===== config.mk =====
export PLATFORM = sky130hd
export DESIGN_NAME = hxd_queue
export DESIGN_NICKNAME = d
export VERILOG_FILES = /design/src/rtl/hxd_pkg.sv /design/src/rtl/hxd_queue.sv
export SDC_FILE = /design/constraint.sdc
export NUM_CORES = 1
export LEC_CHECK = 0
export CAP_MARGIN = 0
export CORE_ASPECT_RATIO = 0.6
export CORE_MARGIN = 8
export CORE_UTILIZATION = 46
export DETAILED_ROUTE_END_ITERATION = 16
export DONT_BUFFER_PORTS = 1
export GPL_TIMING_DRIVEN = 0
export PLACE_DENSITY = 0.68
export SYNTH_ARGS = -nofsm -noshare
export SYNTH_HDL_FRONTEND = slang
export SYNTH_SLANG_ARGS = --single-unit

===== constraint.sdc =====
create_clock -name clk -period 6.75 [get_ports clk]
set_input_delay 0.675 -clock clk [delete_from_list [all_inputs] [get_ports clk]]
set_output_delay 0.675 -clock clk [all_outputs]
set_load 0.02 [all_outputs]

===== src/rtl/hxd_pkg.sv =====
// Shared types and constants for the hex text to bytes decoder.
// No dependencies; imported by every module of the block.
package hxd_pkg;

  localparam int unsigned MAX_BYTES = 4096;
  localparam logic [12:0] CAP_LIMIT = 13'(MAX_BYTES);

  // Result queue depth; one item writes at most two results.
  localparam int unsigned QDEPTH = 4;
  localparam int unsigned QPTR_W = $clog2(QDEPTH);
  localparam int unsigned QCNT_W = $clog2(QDEPTH + 1);

  typedef enum logic [1:0] {
    PH_IDLE = 2'd0,
    PH_ZERO = 2'd1,
    PH_RUN  = 2'd2
  } phase_t;

  typedef enum logic [2:0] {
    ST_OK    = 3'd0,
    ST_BAD   = 3'd1,
    ST_ODD   = 3'd2,
    ST_OVF   = 3'd3,
    ST_EMPTY = 3'd4
  } status_t;

  typedef struct packed {
    phase_t      phase;
    logic [3:0]  held_nibble;
    logic        nibble_pending;
    logic        lone_first_pending;
    logic [12:0] written_count;
    logic [12:0] capacity_held;
  } dec_state_t;

  typedef struct packed {
    logic        is_status;
    logic [7:0]  data_byte;
    status_t     status;
    logic [12:0] bytes_written;
  } result_t;

  // Up to two results produced by one character.
  typedef struct packed {
    logic [1:0] count;
    result_t    res0;
    result_t    res1;
  } step_out_t;

endpackage


===== src/rtl/hxd_queue.sv =====
// Result queue: takes up to two results per cycle, hands out one per transaction.
// Depends on hxd_pkg.
module hxd_queue import hxd_pkg::*; (
  input  logic      clk,
  input  logic      rst,
  input  step_out_t push,
  input  logic      pop,
  output logic      room,
  output logic      not_empty,
  output result_t   head
);

  result_t             mem [QDEPTH];
  logic [QPTR_W-1:0]   wr_ptr;
  logic [QPTR_W-1:0]   rd_ptr;
  logic [QCNT_W-1:0]   count;
  logic [QCNT_W-1:0]   count_next;

  assign room      = count <= QCNT_W'(QDEPTH - 2);
  assign not_empty = count != '0;
  assign head      = mem[rd_ptr];

  always_comb begin
    count_next = count + QCNT_W'(push.count) - QCNT_W'(pop);
  end

  always_ff @(posedge clk) begin
    if (push.count != 2'd0) mem[wr_ptr] <= push.res0;
    if (push.count == 2'd2) mem[wr_ptr + QPTR_W'(1)] <= push.res1;
  end

  always_ff @(posedge clk) begin
    if (rst) begin
      wr_ptr <= '0;
      rd_ptr <= '0;
      count  <= '0;
    end else begin
      wr_ptr <= wr_ptr + QPTR_W'(push.count);
      rd_ptr <= rd_ptr + QPTR_W'(pop);
      count  <= count_next;
    end
  end

  a_count_bound: assert property (@(posedge clk) disable iff (rst)
    count <= QCNT_W'(QDEPTH))
    else $error("result queue count out of range");

  a_no_overrun: assert property (@(posedge clk) disable iff (rst)
    (push.count != 2'd0) |-> (32'(count) + 32'(push.count) <= 32'(QDEPTH)))
    else $error("result queue overrun");

  a_push_visible: assert property (@(posedge clk) disable iff (rst)
    (push.count != 2'd0) |=> not_empty)
    else $error("pushed result not visible");

endmodule


==> results of run 1 <==
## logic make-up after synthesis
logic type | share of synthesized area [%]
buf+inv | 3.004
fa+ha+maj | 1.561
simple gates | 2.294
xor+xnor | 1.041
mux | 32.12
compound gates | 0.5677
flops | 59.41
## routing by layer
layer	GRT usage [%]	up-vias
met2	22.56	84
met3	5.636	10
met4	4.419	0
met5	0	-
li1	-	1167
met1	20.19	1355
## through the flow
step | utilization, % | setup WS (ns)
3_5_place_dp | 49.08 | 3.709
2_1_floorplan | - | 3.489
4_1_cts | 51.91 | 3.896
6_report | 51.91 | 3.967
3_3_place_gp | 48.58 | 1.934
5_1_grt | 51.91 | 3.849
## synth_stat cells (all sizes together) (2+ instances only)
master / instances
nor2: 6
clkbuf: 2
dfxtp: 7
buf: 18
edfxtp: 100
nor2b: 4
ha: 5
mux2: 100
mux4: 25
nor4bb: 2
inv: 5
## cell type report
| cell class | count | area [um^2] |
|---|---|---|
| Buffer | 20 | 140.1 |
| Clock buffer | 10 | 229.0 |
| Clock inverter | 6 | 90.09 |
| Fill cell | 926 | 5415 |
| Inverter | 5 | 18.77 |
| Multi-Input combinational cell | 154 | 2017 |
| Sequential cell | 107 | 3143 |
| Tap cell | 144 | 180.2 |
| Timing Repair Buffer | 1 | 27.53 |
## worst max path at each step
stage / from / endpoint / cells past startpoint
global route: rd_ptr[1] / head[12] / 3
finish: rd_ptr[1] / head[12] / 3
CTS: rd_ptr[1] / head[12] / 3
global placement: push[50] / mem[0][6] / 3
detailed placement: push[51] / mem[2][6] / 5
floorplan: push[50] / mem[0][0] / 3
## state kept, by name (all words and copies together) (netlist names)
signal  count
count       3
mem       100
rd_ptr      2
wr_ptr      2
## cell usage in the layout, fill, tap and decap left out, types with 3 or more instances in the layout
master,instances
edfxtp_1,100
mux2_2,69
mux2_1,31
mux4_2,25
buf_2,10
clkbuf_16,9
dfxtp_1,7
buf_6,6
inv_1,5
nor2_1,5
ha_1,5
clkinvlp_4,4
clkbuf_1,3
nor2b_1,3
## power by group through the flow
stage	clock (mW)	sequential [mW]	combinational [mW]
floorplan	0	0.839	0.233
global placement	0	0.846	0.284
detailed placement	0	0.845	0.302
CTS	0.573	0.830	0.304
global route	0.595	0.836	0.319
finish	0.568	0.829	0.297
## worst max-delay path, cell delays in order, from the launching register on
cell and delay (ns):
dfxtp_1 0.31, clkbuf_1 0.35, clkbuf_1 0.59, mux4_2 0.52
==> results.yml, run 1 <==
outcome:
  status: "finished clean"
sta:
  drv_slew: 0
  rsz0062_at_grt: "false"
  hold_ws_ns: 0.3894
  fin_crit_ns: 2.783
  maxSlewHeadroom_pct: 14.02
  finalCritPeriodShare_pct: 41.23
  worst_slew_pin_slew_ns: 1.290
  fmax_ghz: 0.3593
  setup_viol: 0
  setup_tns_ns: 0
  skew_ns: 0.006633
  final-hold-violation-count: 0
global_route:
  grt.overflow.total: 0
  grt_pass1_wl_mm: 17.21
  grt_usage_pct: 15.12
  antenna_found_initial: 0
  grt_pass1_vias: 2798
  grt_max_degree: 26
detailed_routing:
  vias: 2616
  wl_met1_mm: 5.222
  met3WireLength_um: 875
  drt_iter0_drc: 204
  wire_per_inst_um: 25.06
  vias_per_cell: 5.852
  drt_first_pass_iters: 4
  drt-total-wl_mm: 11.20
  drc: 0
  detail-route-antenna-nets: 0
  top_layer: "met4"
  dr_wl_met2_mm: 4.975
pwr:
  power.share.clock_pct: 33.5
  peakVddDrop_mv: 0.1421
  seq_power_share_pct: 48.9
  switching_share_pct: 25.40
  total_power_mw: 1.694
  p_leak_nw: 1.953
  pwr_density_cell_nw_per_um2: 289.8
  switching_power_mw: 0.4304
  internal_power_mw: 1.264
  p_comb_share_pct: 17.5
cts:
  cts_buffers: 9
  cts_buffer_depth: 2
  clkTransAtPathRegs_ns: 0.07
  clkSinkCount: 107
  cts_setup_buffers: 0
  cts_hold_buffers: 0
  root_buffer: "clkbuf_16"
  cts-htree-levels: 3
  clock_latency_ns: 0.35
  cts_tree: "yes"
  cts_resized: 0
critical_path:
  r2r_slack_ns: 4.07
  cp.required_ns: 6.07
  crit_type: "flip-flop to primary output"
  reg2reg_to: "mem[2][16]"
  worstReg2RegStart: "wr_ptr[0]"
  critPathMaxFanout: 10
  r2r_cells: 5
  start_kind: "flip-flop"
  endpoint_kind: "primary output"
  cp.arrival_ns: 2.11
final_layout:
  layout-drive-gt1-share_pct: 44.22
  finalNetCount: 359
  n_antenna_cell: 0
  layout.cells.non_filler: 447
  area_growth_pct: 10.50
  fin_area_um2: 5846
yosys:
  synth.largest_area_cell: "edfxtp_1"
  ys.flop_type: "edfxtp_1"
  synth_edf_count: 100
  synth_top_area_share_pct: 56.76
  syn_inst: 286
  synth_fp_nets: 347
  yosys_register_bits: 107
  yosysWarningCount: 0
  synthDistinctLibCells: 26
  avgSynthCellArea_um2: 18.50
  synth_area_um2: 5290
  synth_area_leaders: "edfxtp_1 57%, mux2_2 15%, mux4_2 11%, mux2_1 6.6%, dfxtp_1 2.6%"
  synthArstFlopShare_pct: 0
  ys_seq_area_share_pct: 59.41
min_path:
  min_path_cells: 1
  holdCritPathClass: "input pin to flip-flop"
  min_to: "count[1]"
  hp-start: "rst"
place:
  dpl.cell_count: 431
  port_buffers: 0
  place_hpwl_mm: 7.567
  gp_congestion: 0.6863
  place_area_um2: 5527
floorplanning:
  num_rows: 30
  die_h_um: 99.07
  core_um2: 11260
  io_pins: 82
  die_area_um2: 15300
  fp.dieW_um: 154.4
  initial_core_util_pct: 46.98
run:
  maxCapViolations: 0
Note: power is estimated with default switching activity, not from simulation.
==> run 2, diff against run 1 <==
PLACE_DENSITY = 0.7   (was 0.68)
clock period = 2.4 ns   (was 6.75 ns; I/O delays follow)
==> results.yml, run 2 (same netlist as run 1, synthesis figures left out) <==
outcome:
  status: "finished clean"
sta:
  worst_slew_pin_slew_ns: 0.9383
  skew_ns: 0.008419
  fin_crit_ns: 2.258
  fmax_ghz: 0.4428
  setup_slack_ns: 0.1418
  drv_slew: 0
  rsz0062_at_grt: "false"
  final-hold-violation-count: 0
  finalCritPeriodShare_pct: 94.09
  maxSlewHeadroom_pct: 37.45
  hold_ws_ns: 0.09856
  setup_viol: 0
final_layout:
  finalNetCount: 360
  n_antenna_cell: 0
  largestRegisters: "mem x100, count x3"
  largest_reg_flops: 100
  layout-drive-gt1-share_pct: 43.75
  largest_register: "mem"
  final_cell_mix: "100 x edfxtp_1, 69 x mux2_2, 31 x mux2_1, 25 x mux4_2, 10 x buf_2"
  layout.cells.non_filler: 448
  area_growth_pct: 9.792
  final_common_cell: "edfxtp_1"
global_route:
  antenna_found_initial: 0
  grt_usage_pct: 14.89
  grt_pass1_wl_mm: 16.94
  grt_pass1_vias: 2716
  grt.overflow.total: 0
  grt_max_degree: 26
detailed_routing:
  drc: 0
  drt_iter0_drc: 206
  wire_per_inst_um: 24.94
  vias_per_cell: 5.857
  drt-total-wl_mm: 11.18
  drt_first_pass_iters: 4
  detail-route-antenna-nets: 0
  vias: 2624
cts:
  cts_buffers: 9
  cts-htree-levels: 3
  clock_latency_ns: 0.34
  clkSinkCount: 107
  clkTransAtPathRegs_ns: 0.07
  cts_buffer_depth: 2
  root_buffer: "clkbuf_16"
  cts_tree: "yes"
floorplanning:
  num_rows: 30
  fp.dieW_um: 154.4
  die_area_um2: 15300
  die_h_um: 99.07
  core_um2: 11260
  io_pins: 82
  initial_core_util_pct: 46.98
pwr:
  peakVddDrop_mv: 0.3634
  pwr_density_cell_nw_per_um2: 776.8
  p_leak_nw: 1.934
  total_power_mw: 4.512
place:
  place_hpwl_mm: 7.593
  place_ws_ns: -0.3220
  port_buffers: 0
  gp_congestion: 0.6932
  dpl.cell_count: 431
critical_path:
  endpoint_kind: "primary output"
  cp.required_ns: 2.16
  cp.arrival_ns: 2.02
  crit_type: "flip-flop to primary output"
  critPathMaxFanout: 10
  start_kind: "flip-flop"
run:
  maxCapViolations: 0
min_path:
  holdCritPathClass: "input pin to flip-flop"
run 2: timing repair:
item                       in CTS  in global routing
setup buffers                   0                  0
hold endpoints to repair        7                  0
resized for setup               2                  1
hold buffers                    1                  0
setup endpoints to repair      35                 25
run 2: routing by layer:
layer,global-route usage [%],wire (um),vias up
met1,19.69,5344,1371
met5,0,0,-
met2,22.87,5019,60
met4,3.371,85,0
li1,-,-,1184
met3,5.592,725,9
run 2: worst max-delay path, stage by stage (launching register included):
cell and delay, ns:
dfxtp_1 0.33, buf_2 0.24, buf_2 0.42, mux4_2 0.66
run 2: per-stage QoR:
| stage | TNS [ns] | cell area (um^2) | utilization, % |
|---|---|---|---|
| finish | 0 | 5808 | 51.58 |
| global placement | -59.95 | 5475 | 48.62 |
| detailed placement | -7.996 | 5527 | 49.08 |
| CTS | 0 | 5802 | 51.52 |
| floorplan | 0 | 5295 | - |
| global route | 0 | 5808 | 51.58 |
run 2: power breakdown:
| part | switching, mW | internal [mW] | total [mW] |
|---|---|---|---|
| Clock | 0.639 | 0.698 | 1.34 |
| Sequential | 0.0507 | 2.28 | 2.33 |
| Combinational | 0.482 | 0.359 | 0.841 |
| Total | 1.17 | 3.34 | 4.51 |
run 2: cell type report:
cell class / instances / area, um^2
Buffer: 20 / 141.4
Timing Repair Buffer: 2 / 37.54
Clock inverter: 5 / 30.03
Sequential cell: 107 / 3143
Multi-Input combinational cell: 154 / 2024
Inverter: 5 / 18.77
Clock buffer: 11 / 232.7
Tap cell: 144 / 180.2
Fill cell: 943 / 5453
run 2: worst paths after layout:
kind                  start         end  slack [ns]  cells past startpoint
setup / recovery  rd_ptr[0]    head[18]        0.14                      3
hold / removal     push[26]   mem[3][1]         0.1                      1
setup reg to reg  wr_ptr[0]  mem[2][15]        0.36                      5
hold reg to reg   rd_ptr[0]   rd_ptr[0]        0.60                      2
